==> config.mk <==
export PLATFORM = sky130hd
export DESIGN_NAME = power_meter_frame_evaluator
export DESIGN_NICKNAME = d
export VERILOG_FILES = /design/src/sv/pmfe_pkg.sv /design/src/sv/power_meter_frame_evaluator.sv /design/src/sv/pmfe_cell.sv /design/src/sv/pmfe_div.sv
export SDC_FILE = /design/constraint.sdc
export NUM_CORES = 2
export LEC_CHECK = 0
export ABC_AREA = 1
export BUFFER_PORTS_ARGS = -buffer_cell sky130_fd_sc_hd__buf_2
export CAP_MARGIN = 20
export CORE_MARGIN = 1
export CORE_UTILIZATION = 30
export DETAILED_ROUTE_END_ITERATION = 16
export PLACE_DENSITY = 0.46
export SYNTH_ARGS = -nofsm -noshare
export SYNTH_HDL_FRONTEND = slang
export SYNTH_SLANG_ARGS = --single-unit
==> constraint.sdc <==
create_clock -name clk -period 26.2 [get_ports clk]
set_input_delay 0 -clock clk [delete_from_list [all_inputs] [get_ports clk]]
set_output_delay 0 -clock clk [all_outputs]
set_load 0.02 [all_outputs]
==> src/sv/pmfe_pkg.sv <==
// Shared types and constants for the power meter frame evaluator.
// Used by the divider, the top level and the testbench.
`default_nettype none
package pmfe_pkg;

  localparam int REG_WIDTH_DEF = 24;
  localparam int FRAC_BITS_DEF = 8;
  localparam int OUT_W         = 24;
  localparam int PF_W          = 8;
  localparam int COEFF_W       = 16;
  localparam int COEFF_FRAC    = 8;
  localparam int DIVISOR_W     = 48;
  localparam logic [COEFF_W-1:0] COEFF_RESET = 16'd481;

  localparam logic [7:0] STATUS_VALID    = 8'h55;
  localparam logic [7:0] STATUS_CORR     = 8'hAA;
  localparam logic [3:0] STATUS_OVF_NIB  = 4'hF;

  localparam logic [1:0] CODE_VALID   = 2'd0;
  localparam logic [1:0] CODE_OVF     = 2'd1;
  localparam logic [1:0] CODE_CORR    = 2'd2;
  localparam logic [1:0] CODE_UNKNOWN = 2'd3;

  localparam logic [1:0] CFG_VOLT_COEFF = 2'd0;
  localparam logic [1:0] CFG_POW_COEFF  = 2'd1;

  typedef struct packed {
    logic busy;
    logic done;
  } div_sts_t;

endpackage
`default_nettype wire

==> src/sv/power_meter_frame_evaluator.sv <==
// Power meter frame evaluator: one decoded metering frame in, one result out.
// Input channel in_*: one item per frame (status byte and six frame registers).
// Output channel out_*: one item per frame with status code and held values.
// Configuration channel cfg_*: index 0 voltage coefficient, 1 power coefficient
// (unsigned Q8.8); always ready; write only while idle.
// A valid frame runs four divisions in sequence on one shared restoring divider
// (one quotient bit per cycle, DW = max(REG_WIDTH+FRAC_BITS, REG_WIDTH+7, 38)
// bits), with a multiply after the voltage division, another after the power
// division and one for the apparent power. An overflow frame needs one division
// and one multiply; other status bytes go straight to the output.
// The input is taken only when the sequencer is idle; the result sits in an
// output register, so the next item is accepted while it waits. If the
// receiver stalls and a second result is ready, the sequencer holds it.
// Reset clears held values to zero and both coefficients to 481 (1.88).
`default_nettype none
module power_meter_frame_evaluator #(
  parameter int REG_WIDTH = pmfe_pkg::REG_WIDTH_DEF,
  parameter int FRAC_BITS = pmfe_pkg::FRAC_BITS_DEF
) (
  input  wire logic clk,
  input  wire logic rst_n,
  input  wire logic in_tvalid,
  output logic      in_tready,
  // status_byte, volt_param, volt_period, curr_param, curr_period, pow_param,
  // pow_period, zero pad
  input  wire logic [((8+6*REG_WIDTH+7)/8)*8-1:0] in_tdata,
  output logic      out_tvalid,
  input  wire logic out_tready,
  // frame_status, voltage_q8, current_centi, power_q8, pf_percent, zero pad
  output logic [87:0] out_tdata,
  input  wire logic        cfg_valid,
  output logic             cfg_ready,
  input  wire logic [1:0]  cfg_index,
  input  wire logic [15:0] cfg_data
);
  import pmfe_pkg::*;

  localparam int W   = REG_WIDTH;
  localparam int D0  = (W + FRAC_BITS > W + 7) ? W + FRAC_BITS : W + 7;
  localparam int DW  = (D0 > 38) ? D0 : 38;
  localparam int PW  = DW + COEFF_W;

  localparam logic [3:0] S_IDLE = 4'd0, S_DV = 4'd1, S_MV = 4'd2, S_DC = 4'd3,
                         S_DP = 4'd4, S_MP = 4'd5, S_MA = 4'd6, S_DF = 4'd7,
                         S_OUT = 4'd8;

  logic [3:0]  state_r, state_nxt;
  logic [1:0]  code_r, code_nxt;
  logic [7:0]  status_w;
  logic [W-1:0] vpar_r, vper_r, cpar_r, cper_r, ppar_r, pper_r;
  logic [COEFF_W-1:0] vcoef_r, pcoef_r;
  logic [OUT_W-1:0] hv_r, hv_nxt, hc_r, hc_nxt, hp_r, hp_nxt;
  logic [PF_W-1:0]  hpf_r, hpf_nxt;
  logic [DW-1:0]    ratio_r, ratio_nxt;
  logic [2*OUT_W-1:0] app_r, app_nxt;
  logic         launched_r, launched_nxt;
  logic         div_start;
  logic [DW-1:0] div_dividend, div_q;
  logic [DIVISOR_W-1:0] div_divisor;
  div_sts_t     div_sts;
  logic [PW-1:0] prod;
  logic [PW-9:0] prod_sh;
  logic [OUT_W-1:0] prod_sat, q_sat;
  logic         out_valid_r, out_valid_nxt;
  logic [87:0]  out_data_r, out_data_nxt;
  logic         in_acc, div_state;

  assign status_w  = in_tdata[7:0];
  assign in_tready = (state_r == S_IDLE);
  assign in_acc    = in_tvalid && in_tready;
  assign cfg_ready = 1'b1;

  assign div_state = (state_r == S_DV) || (state_r == S_DC) ||
                     (state_r == S_DP) || (state_r == S_DF);
  assign div_start = div_state && !launched_r;

  always_comb begin
    div_dividend = '0;
    div_divisor  = '0;
    case (state_r)
      S_DV: begin
        div_dividend = DW'({vpar_r, {FRAC_BITS{1'b0}}});
        div_divisor  = DIVISOR_W'(vper_r);
      end
      S_DC: begin
        div_dividend = DW'(cpar_r) * DW'(100);
        div_divisor  = DIVISOR_W'(cper_r);
      end
      S_DP: begin
        div_dividend = DW'({ppar_r, {FRAC_BITS{1'b0}}});
        div_divisor  = DIVISOR_W'(pper_r);
      end
      S_DF: begin
        div_dividend = DW'(hp_r) * DW'(10000);
        div_divisor  = DIVISOR_W'(app_r);
      end
      default: ;
    endcase
  end

  pmfe_div #(.DW(DW), .VW(DIVISOR_W)) u_div (
    .clk      (clk),
    .rst_n    (rst_n),
    .start    (div_start),
    .dividend (div_dividend),
    .divisor  (div_divisor),
    .quotient (div_q),
    .sts      (div_sts)
  );

  // scale a ratio by the coefficient of the current phase, drop the Q8.8 fraction
  assign prod     = PW'(ratio_r) * PW'((state_r == S_MV) ? vcoef_r : pcoef_r);
  assign prod_sh  = prod[PW-1:COEFF_FRAC];
  assign prod_sat = (|prod_sh[PW-9:OUT_W]) ? {OUT_W{1'b1}} : prod_sh[OUT_W-1:0];
  assign q_sat    = (|div_q[DW-1:OUT_W]) ? {OUT_W{1'b1}} : div_q[OUT_W-1:0];

  always_comb begin
    state_nxt     = state_r;
    code_nxt      = code_r;
    hv_nxt        = hv_r;
    hc_nxt        = hc_r;
    hp_nxt        = hp_r;
    hpf_nxt       = hpf_r;
    ratio_nxt     = ratio_r;
    app_nxt       = app_r;
    launched_nxt  = launched_r;
    out_valid_nxt = out_valid_r;
    out_data_nxt  = out_data_r;
    if (out_valid_r && out_tready) out_valid_nxt = 1'b0;
    if (div_start) launched_nxt = 1'b1;
    if (div_sts.done) launched_nxt = 1'b0;
    case (state_r)
      S_IDLE: begin
        if (in_acc) begin
          if (status_w[7:4] == STATUS_OVF_NIB) begin
            code_nxt  = CODE_OVF;
            state_nxt = S_DV;
          end else if (status_w == STATUS_CORR) begin
            code_nxt  = CODE_CORR;
            state_nxt = S_OUT;
          end else if (status_w == STATUS_VALID) begin
            code_nxt  = CODE_VALID;
            state_nxt = S_DV;
          end else begin
            code_nxt  = CODE_UNKNOWN;
            state_nxt = S_OUT;
          end
        end
      end
      S_DV: if (div_sts.done) begin
        ratio_nxt = div_q;
        state_nxt = S_MV;
      end
      S_MV: begin
        hv_nxt = prod_sat;
        if (code_r == CODE_OVF) begin
          hc_nxt    = '0;
          hpf_nxt   = '0;
          state_nxt = S_OUT;
        end else begin
          state_nxt = S_DC;
        end
      end
      S_DC: if (div_sts.done) begin
        hc_nxt    = q_sat;
        state_nxt = S_DP;
      end
      S_DP: if (div_sts.done) begin
        ratio_nxt = div_q;
        state_nxt = S_MP;
      end
      S_MP: begin
        hp_nxt    = prod_sat;
        state_nxt = S_MA;
      end
      S_MA: begin
        app_nxt   = (2*OUT_W)'(hv_r) * (2*OUT_W)'(hc_r);
        state_nxt = S_DF;
      end
      S_DF: if (div_sts.done) begin
        hpf_nxt   = (|div_q[DW-1:PF_W]) ? {PF_W{1'b1}} : div_q[PF_W-1:0];
        state_nxt = S_OUT;
      end
      S_OUT: begin
        // hold the result until the output register is free
        if (!out_valid_r || out_tready) begin
          out_valid_nxt = 1'b1;
          out_data_nxt  = {6'd0, hpf_r, hp_r, hc_r, hv_r, code_r};
          state_nxt     = S_IDLE;
        end
      end
      default: state_nxt = S_IDLE;
    endcase
  end

  always_ff @(posedge clk) begin
    if (!rst_n) begin
      state_r     <= S_IDLE;
      code_r      <= CODE_VALID;
      hv_r        <= '0;
      hc_r        <= '0;
      hp_r        <= '0;
      hpf_r       <= '0;
      launched_r  <= 1'b0;
      out_valid_r <= 1'b0;
      vcoef_r     <= COEFF_RESET;
      pcoef_r     <= COEFF_RESET;
    end else begin
      state_r     <= state_nxt;
      code_r      <= code_nxt;
      hv_r        <= hv_nxt;
      hc_r        <= hc_nxt;
      hp_r        <= hp_nxt;
      hpf_r       <= hpf_nxt;
      launched_r  <= launched_nxt;
      out_valid_r <= out_valid_nxt;
      if (cfg_valid && cfg_index == CFG_VOLT_COEFF) vcoef_r <= cfg_data;
      if (cfg_valid && cfg_index == CFG_POW_COEFF)  pcoef_r <= cfg_data;
    end
    ratio_r    <= ratio_nxt;
    app_r      <= app_nxt;
    out_data_r <= out_data_nxt;
    if (in_acc) begin
      vpar_r <= in_tdata[8 +: W];
      vper_r <= in_tdata[8+W +: W];
      cpar_r <= in_tdata[8+2*W +: W];
      cper_r <= in_tdata[8+3*W +: W];
      ppar_r <= in_tdata[8+4*W +: W];
      pper_r <= in_tdata[8+5*W +: W];
    end
  end

  assign out_tvalid = out_valid_r;
  assign out_tdata  = out_data_r;

  a_done_launched: assert property (@(posedge clk) disable iff (!rst_n)
    div_sts.done |-> launched_r) else $error("quotient with no division launched");
  a_leave_idle: assert property (@(posedge clk) disable iff (!rst_n)
    in_acc |=> state_r != S_IDLE) else $error("item accepted but sequencer idle");
  a_out_clean: assert property (@(posedge clk) disable iff (!rst_n)
    state_r == S_OUT |-> !launched_r && !div_sts.busy)
    else $error("result issued with division in flight");
endmodule
`default_nettype wire

==> src/sv/pmfe_cell.sv <==
// One bit slice of the divider's partial remainder: shift, subtract, commit.
// Borrow ripples from the lower neighbour; no package dependency.
`default_nettype none
module pmfe_cell (
  input  wire logic clk,
  input  wire logic clr,
  input  wire logic step,
  input  wire logic take,
  input  wire logic shift_in,
  input  wire logic dvs_bit,
  input  wire logic bin,
  output logic      rem,
  output logic      bout
);
  logic rem_r, rem_nxt, diff;

  assign diff = shift_in ^ dvs_bit ^ bin;
  assign bout = (~shift_in & dvs_bit) | (~shift_in & bin) | (dvs_bit & bin);
  assign rem  = rem_r;

  always_comb begin
    rem_nxt = rem_r;
    if (clr) begin
      rem_nxt = 1'b0;
    end else if (step) begin
      rem_nxt = take ? diff : shift_in;
    end
  end

  always_ff @(posedge clk) begin
    rem_r <= rem_nxt;
  end
endmodule
`default_nettype wire

==> src/sv/pmfe_div.sv <==
// Restoring divider, one quotient bit per cycle, remainder held in a row of cells.
// Depends on pmfe_pkg and pmfe_cell.
`default_nettype none
module pmfe_div #(
  parameter int DW = 48,
  parameter int VW = 48
) (
  input  wire logic            clk,
  input  wire logic            rst_n,
  input  wire logic            start,
  input  wire logic [DW-1:0]   dividend,
  input  wire logic [VW-1:0]   divisor,
  output logic [DW-1:0]        quotient,
  output pmfe_pkg::div_sts_t   sts
);
  import pmfe_pkg::*;

  localparam int CW = $clog2(DW + 1);

  logic [DW-1:0] dq_r, dq_nxt;
  logic [VW-1:0] dvs_r, dvs_nxt;
  logic [CW-1:0] cnt_r, cnt_nxt;
  logic          busy_r, busy_nxt, done_r, done_nxt;
  logic [VW:0]   rem_w;
  logic [VW+1:0] brw;
  logic          take, step, clr;

  assign step = busy_r;
  assign clr  = start;
  assign take = ~brw[VW+1];
  assign brw[0] = 1'b0;

  for (genvar i = 0; i <= VW; i++) begin : g_cell
    pmfe_cell u_cell (
      .clk      (clk),
      .clr      (clr),
      .step     (step),
      .take     (take),
      .shift_in ((i == 0) ? dq_r[DW-1] : rem_w[(i == 0) ? 0 : i-1]),
      .dvs_bit  ((i < VW) ? dvs_r[(i < VW) ? i : 0] : 1'b0),
      .bin      (brw[i]),
      .rem      (rem_w[i]),
      .bout     (brw[i+1])
    );
  end

  always_comb begin
    dq_nxt   = dq_r;
    dvs_nxt  = dvs_r;
    cnt_nxt  = cnt_r;
    busy_nxt = busy_r;
    done_nxt = 1'b0;
    if (start) begin
      dvs_nxt = divisor;
      if (divisor == '0) begin
        dq_nxt   = '0;
        done_nxt = 1'b1;
      end else begin
        dq_nxt   = dividend;
        cnt_nxt  = CW'(DW);
        busy_nxt = 1'b1;
      end
    end else if (busy_r) begin
      dq_nxt  = {dq_r[DW-2:0], take};
      cnt_nxt = cnt_r - CW'(1);
      if (cnt_r == CW'(1)) begin
        busy_nxt = 1'b0;
        done_nxt = 1'b1;
      end
    end
  end

  always_ff @(posedge clk) begin
    if (!rst_n) begin
      busy_r <= 1'b0;
      done_r <= 1'b0;
      cnt_r  <= '0;
    end else begin
      busy_r <= busy_nxt;
      done_r <= done_nxt;
      cnt_r  <= cnt_nxt;
    end
    dq_r  <= dq_nxt;
    dvs_r <= dvs_nxt;
  end

  assign quotient = dq_r;
  assign sts.busy = busy_r;
  assign sts.done = done_r;

  a_done_after_work: assert property (@(posedge clk) disable iff (!rst_n)
    done_r |-> !busy_r) else $error("divider done while still busy");
  a_no_restart: assert property (@(posedge clk) disable iff (!rst_n)
    busy_r |-> !start) else $error("divider started while busy");
  a_count_live: assert property (@(posedge clk) disable iff (!rst_n)
    busy_r |-> cnt_r != '0) else $error("divider busy with zero count");
endmodule
`default_nettype wire

* Word level (Yosys, flattened, before mapping)
Cells that the tools add are included.
** Operators by class
- Add/subtract/negate cells :: 1
- $mul :: 4
- Eq/ne operators :: 22
- Mux-type cells :: 91
- Bitwise operators :: 383
- Reduce and logical (&&, ||, !) cells :: 29
** Operators by type and width (number)
- $pmux 48 s4 :: 1
- $pmux 38 s4 :: 1
- $and 1x1->1 :: 143
- $mux 38 :: 3
- $mux 24 :: 4
- $xor 1x1->1 :: 95
- $or 1x1->1 :: 94
- $mux 1 :: 59
- $mul 38x16->54 :: 1
- $not 1->1 :: 51
- $logic_not 48->1 :: 1
- $mul 24x24->48 :: 1
- $pmux 24 s2 :: 1
- $mux 4 :: 10
- $pmux 4 s9 :: 1
- $mul 24x10->34 const B :: 1
- $reduce_or 30->1 :: 1
- $mul 24x5->29 const B :: 1
- $mux 8 :: 3
- $reduce_or 22->1 :: 1
- $mux 6 :: 3
- $eq 4x3->1 const B :: 4
- $mux 16 :: 1
- $pmux 8 s2 :: 1
- 22 further kinds :: 48
** Storage, ports and cells
- Flip-flop bits (word level) :: 574
- Bits of input ports :: 175

* Depth between registers and ports, before layout
- Depth in word-level cells :: 147
- Gate-level depth with buffers :: 57
- Mapped depth without buffers :: 55

* Cells and area by module
Synthesis repeated with hierarchy kept, for this count alone.
** Unflattened totals
- Cell total of the unflattened synthesis :: 7950
- Area total of the unflattened synthesis :: 67654.9 um^2
** By module, submodules not included
- power_meter_frame_evaluator :: instances 1, cells an instance 7038, area an instance 59982.5 um^2, seq. area each 11771.3 um^2
- pmfe_cell :: instances 49, cells an instance 12, area an instance 78.8 um^2, seq. area each 20.0 um^2
- pmfe_div :: instances 1, cells an instance 324, area an instance 3809.9 um^2, seq. area each 2742.6 um^2

* Worst setup path after synthesis
No wires, ideal clock.
- Path type :: register -> register
- Start point :: reg u_div.dq_r[37], in the netlist u_div.quotient[37]
- End point :: reg u_div.g_cell[0].u_cell.rem_r
- Data arrival time :: 19.259 ns
- Required time :: 26.084 ns
- Path slack :: 6.824 ns
- Cell stages (with the launch flop) :: 58
- Buffers on the path :: 2
- Path through :: edfxtp_1 > inv_1 > ha_1 > fa_1 > fa_1 > fa_1 > fa_1 > fa_1 > fa_1 > fa_1 > fa_1 > fa_1 > fa_1 > fa_1 > fa_1 > fa_1 > fa_1 > fa_1 > [... 22 more ...] > fa_1 > fa_1 > fa_1 > fa_1 > fa_1 > fa_1 > fa_1 > fa_1 > fa_1 > fa_1 > inv_1 > nor2_1 > clkbuf_1 > buf_1 > nand2_1 > o21ai_0 > a22oi_1 > inv_1
** Between the ends
- Word-level cells in the longest chain between the ends :: 145
- Elaborated cells between the ends (all ways) :: 193
- Those cells by class :: 1 x mux; 192 x bitwise
** RTL lines
- start: declaration :: RTL line pmfe_div.sv:20 : logic [DW-1:0] dq_r, dq_nxt;
- start signal: assignment :: RTL line pmfe_div.sv:83 : dq_r <= dq_nxt;
- $not 1->1
- $and 1x1->1 (2 in a row) :: RTL line pmfe_cell.sv:18 : assign bout = (~shift_in & dvs_bit) | (~shift_in & bin) | (dvs_bit & bin);
- $or 1x1->1 (2 in a row) :: RTL line pmfe_cell.sv:18
- $and 1x1->1 :: RTL line pmfe_cell.sv:18
- $or 1x1->1 (2 in a row) :: RTL line pmfe_cell.sv:18
- $and 1x1->1 :: RTL line pmfe_cell.sv:18
- $or 1x1->1 (2 in a row) :: RTL line pmfe_cell.sv:18
- $and 1x1->1 :: RTL line pmfe_cell.sv:18
- [... 122 more ...]
- $and 1x1->1 :: RTL line pmfe_cell.sv:18
- $or 1x1->1 (2 in a row) :: RTL line pmfe_cell.sv:18
- $and 1x1->1 :: RTL line pmfe_cell.sv:18
- $or 1x1->1 (2 in a row) :: RTL line pmfe_cell.sv:18
- $and 1x1->1 :: RTL line pmfe_cell.sv:18
- $or 1x1->1 (2 in a row) :: RTL line pmfe_cell.sv:18
- $and 1x1->1 :: RTL line pmfe_cell.sv:18
- $mux 1 (*) :: RTL line pmfe_cell.sv:26 : rem_nxt = take ? diff : shift_in;
- end signal: assignment :: RTL line pmfe_cell.sv:31 : rem_r <= rem_nxt;
- end: declaration :: RTL line pmfe_cell.sv:15 : logic rem_r, rem_nxt, diff;
Every way passes the cells marked *; elsewhere a longest branch is shown, timed or not.
A chain may end at the register's enable or synchronous reset.

* Worst setup path after layout
- Start point :: reg u_div.dq_r[37], in the netlist u_div.quotient[37]
- End point :: reg u_div.g_cell[16].u_cell.rem_r
** Between the ends
- Word-level cells in the longest chain between the ends :: 145
- Elaborated cells between the ends (all ways) :: 193
- Those cells by class :: 1 x mux; 192 x bitwise
** RTL lines (RTL line)
- $not 1->1 (*)
- $and 1x1->1 (*) :: pmfe_cell.sv:18
- $and 1x1->1 :: pmfe_cell.sv:18
- $or 1x1->1 :: pmfe_cell.sv:18
- $or 1x1->1 (*) :: pmfe_cell.sv:18
- $and 1x1->1 :: pmfe_cell.sv:18
- $or 1x1->1 :: pmfe_cell.sv:18
- $or 1x1->1 (*) :: pmfe_cell.sv:18
- [... 126 more ...]
- $and 1x1->1 :: pmfe_cell.sv:18
- $or 1x1->1 (2 in a row) :: pmfe_cell.sv:18
- $and 1x1->1 :: pmfe_cell.sv:18
- $or 1x1->1 (2 in a row) :: pmfe_cell.sv:18
- $and 1x1->1 :: pmfe_cell.sv:18
- $or 1x1->1 (2 in a row) :: pmfe_cell.sv:18
- $and 1x1->1 :: pmfe_cell.sv:18
- $mux 1 (*) :: pmfe_cell.sv:26
- end signal: assignment :: pmfe_cell.sv:31
- end: declaration :: pmfe_cell.sv:15
Marked as above.

==> flow_metrics.tcl <==
set metrics [dict create \
    whs_endpoint "vper_r[0]" \
    ant_nets 0 \
    via_per_inst 4.730 \
    cts.htree.levels 3 \
    synthTopCellsByArea "fa_1, edfxtp_1, inv_1" \
    antenna_found_initial 10 \
    path_class "flip-flop to flip-flop" \
    syn_area_sq_um 66740 \
    final.period_utilization 0.7659 \
    hp-class "input pin to flip-flop" \
    die_w_um 473.7 \
    cp_top_family "adder cells" \
    final_hold_viol_count 0 \
    path_buf_inv 4 \
    rsz0062_at_grt "no" \
    num_rows 172 \
    routed_wl_um 223700 \
    grt_max_degree 97 \
    path_clk_slew_ns 0.06 \
    cts_tree "yes" \
    period_needed_ns 20.07 \
    postCtsSetupRepairBufs 0 \
    power_density_nw_per_um2 65.82 \
    yosysWarnings 0 \
    grt_pass1_wl_um 344600 \
    first_global_vias 55592 \
    swShare 0.5059 \
    p_leak_nw 36.31 \
    nNetsFinal 9777 \
    worstMarginPinSlew_ns 1.092 \
    boundaryPins 266 \
    yosysSeqAreaShare 0.2319 \
    groute.usage.overall 0.2037 \
    layout_commonest_cell "inv_1" \
    max_stage_delay_ns 0.42 \
    first_pass_iters 5 \
    drv_slew 0 \
    die_h_um 473.7 \
    max_freq_ghz 0.04983 \
    clock_path_buffers 3 \
    power.switching_mw 2.546 \
    die_area_sq_um 224400 \
    reg2reg_from "u_div.quotient[37]" \
    holdPathStages 2 \
    crit_top_cell "fa_1" \
    cts_buffers 71 \
    hold_buffers 285 \
    power.internal_mw 2.486 \
    core_area_sq_um 220400 \
    finalWeightedCongestion 0.9286 \
    post_cts_resized 0 \
    final_cell_mix "inv_1, nand2_1, fa_1" \
    crit_path_max_fanout 96 \
    clock_latency_ns 0.72 \
    end_kind "flip-flop" \
    syn-instance-count 7646 \
    drc 0 \
    dpl.hpwl_um 174200 \
    crit_path_start "u_div.quotient[37]" \
    fin_worst_skew_ns 0.06736 \
    syn_avg_cell_area_sq_um 8.729 \
    initial_core_util 0.3029 \
    vias 52241 \
    route.detailed.wl_per_inst_um 20.26 \
    cts_root_buf "clkbuf_16" \
    synth_edf_count 398 \
    status "finished, final reports clean" \
    finalSetupViolCount 0 \
    yosysTopAreaCell "fa_1" \
    r2r_slack_ns 6.13 \
    relSlewSlack 0.2718 \
    worst_r2r_path_depth 56 \
    maxCapViolCount 0 \
    peakVddDrop_uv 98.44 \
    min_from "in_tdata[32]" \
    drive_gt1_frac 0.06829 \
    r2r-end "u_div.g_cell[16].u_cell.rem" \
    ys_types 54 \
    crit_path_start_kind "flip-flop" \
    critPathArrivalTime_ns 20.65 \
    synth_seq_cells 574 \
    synthToLayoutAreaGrowth_pct 14.55 \
    synthFlopType "edfxtp_1" \
    slowest_stage "fa_1" \
    cts.sinks 574 \
    grt-ovfl-total 0 \
    setup_tns_ns 0 \
    synth_top_area_frac 0.3323 \
    total_power_mw 5.032 \
    pwr-share-comb 0.594 \
    synthArstFlopShare 0 \
    drt_iter0_drc 3807 \
    crit_required_ns 26.79 \
    io_buffers 258 \
    pwr-share-seq 0.209 \
    clkPwrFrac 0.196 \
]
## layer usage
layer	vias up	GRT usage	share of wire
met2	1395	0.3435	0.48
met5	-	0	0
met4	0	0.06048	0.030
li1	23836	-	-
met3	274	0.01806	0.046
met1	26736	0.2760	0.44
## sequential cells by signal, summed over array words and instances (netlist names), 2 cells and up
| signal | flops |
|---|---|
| out_tdata | 82 |
| app_r | 48 |
| u_div.dvs_r | 48 |
| u_div.g_cell.u_cell.rem | 48 |
| ratio_r | 38 |
| u_div.quotient | 38 |
| cpar_r | 24 |
| cper_r | 24 |
| hc_r | 24 |
| hp_r | 24 |
| hv_r | 24 |
| ppar_r | 24 |
| pper_r | 24 |
| vpar_r | 24 |
| vper_r | 24 |
| pcoef_r | 16 |
| vcoef_r | 16 |
| hpf_r | 8 |
| u_div.cnt_r | 6 |
| state_r | 4 |
| code_r | 2 |
## layout make-up
cell class | instances | area [sq um]
fillers | 23056 | 143900
well taps | 2958 | 3701
diodes | 3 | 7.507
inverters | 1823 | 6844
clock inverters | 33 | 411.6
multi-input cells | 4923 | 43200
clock buffers | 99 | 1933
repair buffers | 631 | 4845
flip-flops and latches | 574 | 15510
## per-stage QoR
| step | instances | util | setup WS (ns) | cell area (sq um) | hold slack, ns |
|---|---|---|---|---|---|
| finish | 11044 | 0.3469 | 6.134 | 76450 | 0.04613 |
| global route | 11042 | 0.3469 | 5.320 | 76450 | 0.02106 |
| CTS | 11038 | 0.3466 | 5.950 | 76380 | 0.00005662 |
| detailed placement | 10621 | 0.3230 | 5.991 | 71180 | 0.1781 |
| global placement | 10621 | 0.3230 | 6.234 | 71180 | 0.1778 |
| floorplan | 7651 | - | 6.824 | 66760 | 0.09887 |
## synth_stat cells (48+ instances only)
cell type / count
edfxtp_1: 398
xor2_1: 51
a22oi_1: 48
a21oi_1: 300
nand2_1: 1556
nor2_1: 639
nand3_1: 102
dfxtp_1: 176
clkbuf_1: 268
inv_1: 1805
nand4_1: 102
o21ai_0: 244
ha_1: 470
fa_1: 1108
## cell families (layout without fill, tap and decap cells)
kind of cell | after synthesis | after routing | share of synthesized area
DFF | 574 | 574 | 0.2319
buffers and inverters | 2154 | 2586 | 0.1225
AOI/OAI and AO/OA | 739 | 739 | 0.06230
other | 2 | 10 | 0.0001125
adders and majority gates | 1578 | 1578 | 0.4205
xor gates and xnor gates | 90 | 90 | 0.01181
and+or+nand+nor | 2509 | 2509 | 0.1509
## power by group through the flow
| stage | clock network, mW | registers, mW | logic (mW) |
|---|---|---|---|
| after global placement | 0 | 1.07 | 2.92 |
| final | 0.988 | 1.05 | 2.99 |
| after CTS | 1.02 | 1.05 | 2.97 |
| after detailed placement | 0 | 1.07 | 2.90 |
| after floorplan | 0 | 1.08 | 1.78 |
| after global routing | 1.05 | 1.06 | 3.27 |
## worst max path at each step
| stage | slack, ns | to | depth (start not counted) |
|---|---|---|---|
| 3_3_place_gp | 6.23 | u_div.g_cell[2].u_cell.rem | 56 |
| 2_1_floorplan | 6.82 | u_div.g_cell[0].u_cell.rem | 57 |
| 6_report | 6.13 | u_div.g_cell[16].u_cell.rem | 56 |
| 3_5_place_dp | 5.99 | u_div.g_cell[16].u_cell.rem | 56 |
| 5_1_grt | 5.32 | u_div.g_cell[24].u_cell.rem | 56 |
| 4_1_cts | 5.95 | u_div.g_cell[21].u_cell.rem | 56 |
Power figures use the tool's default switching activity.
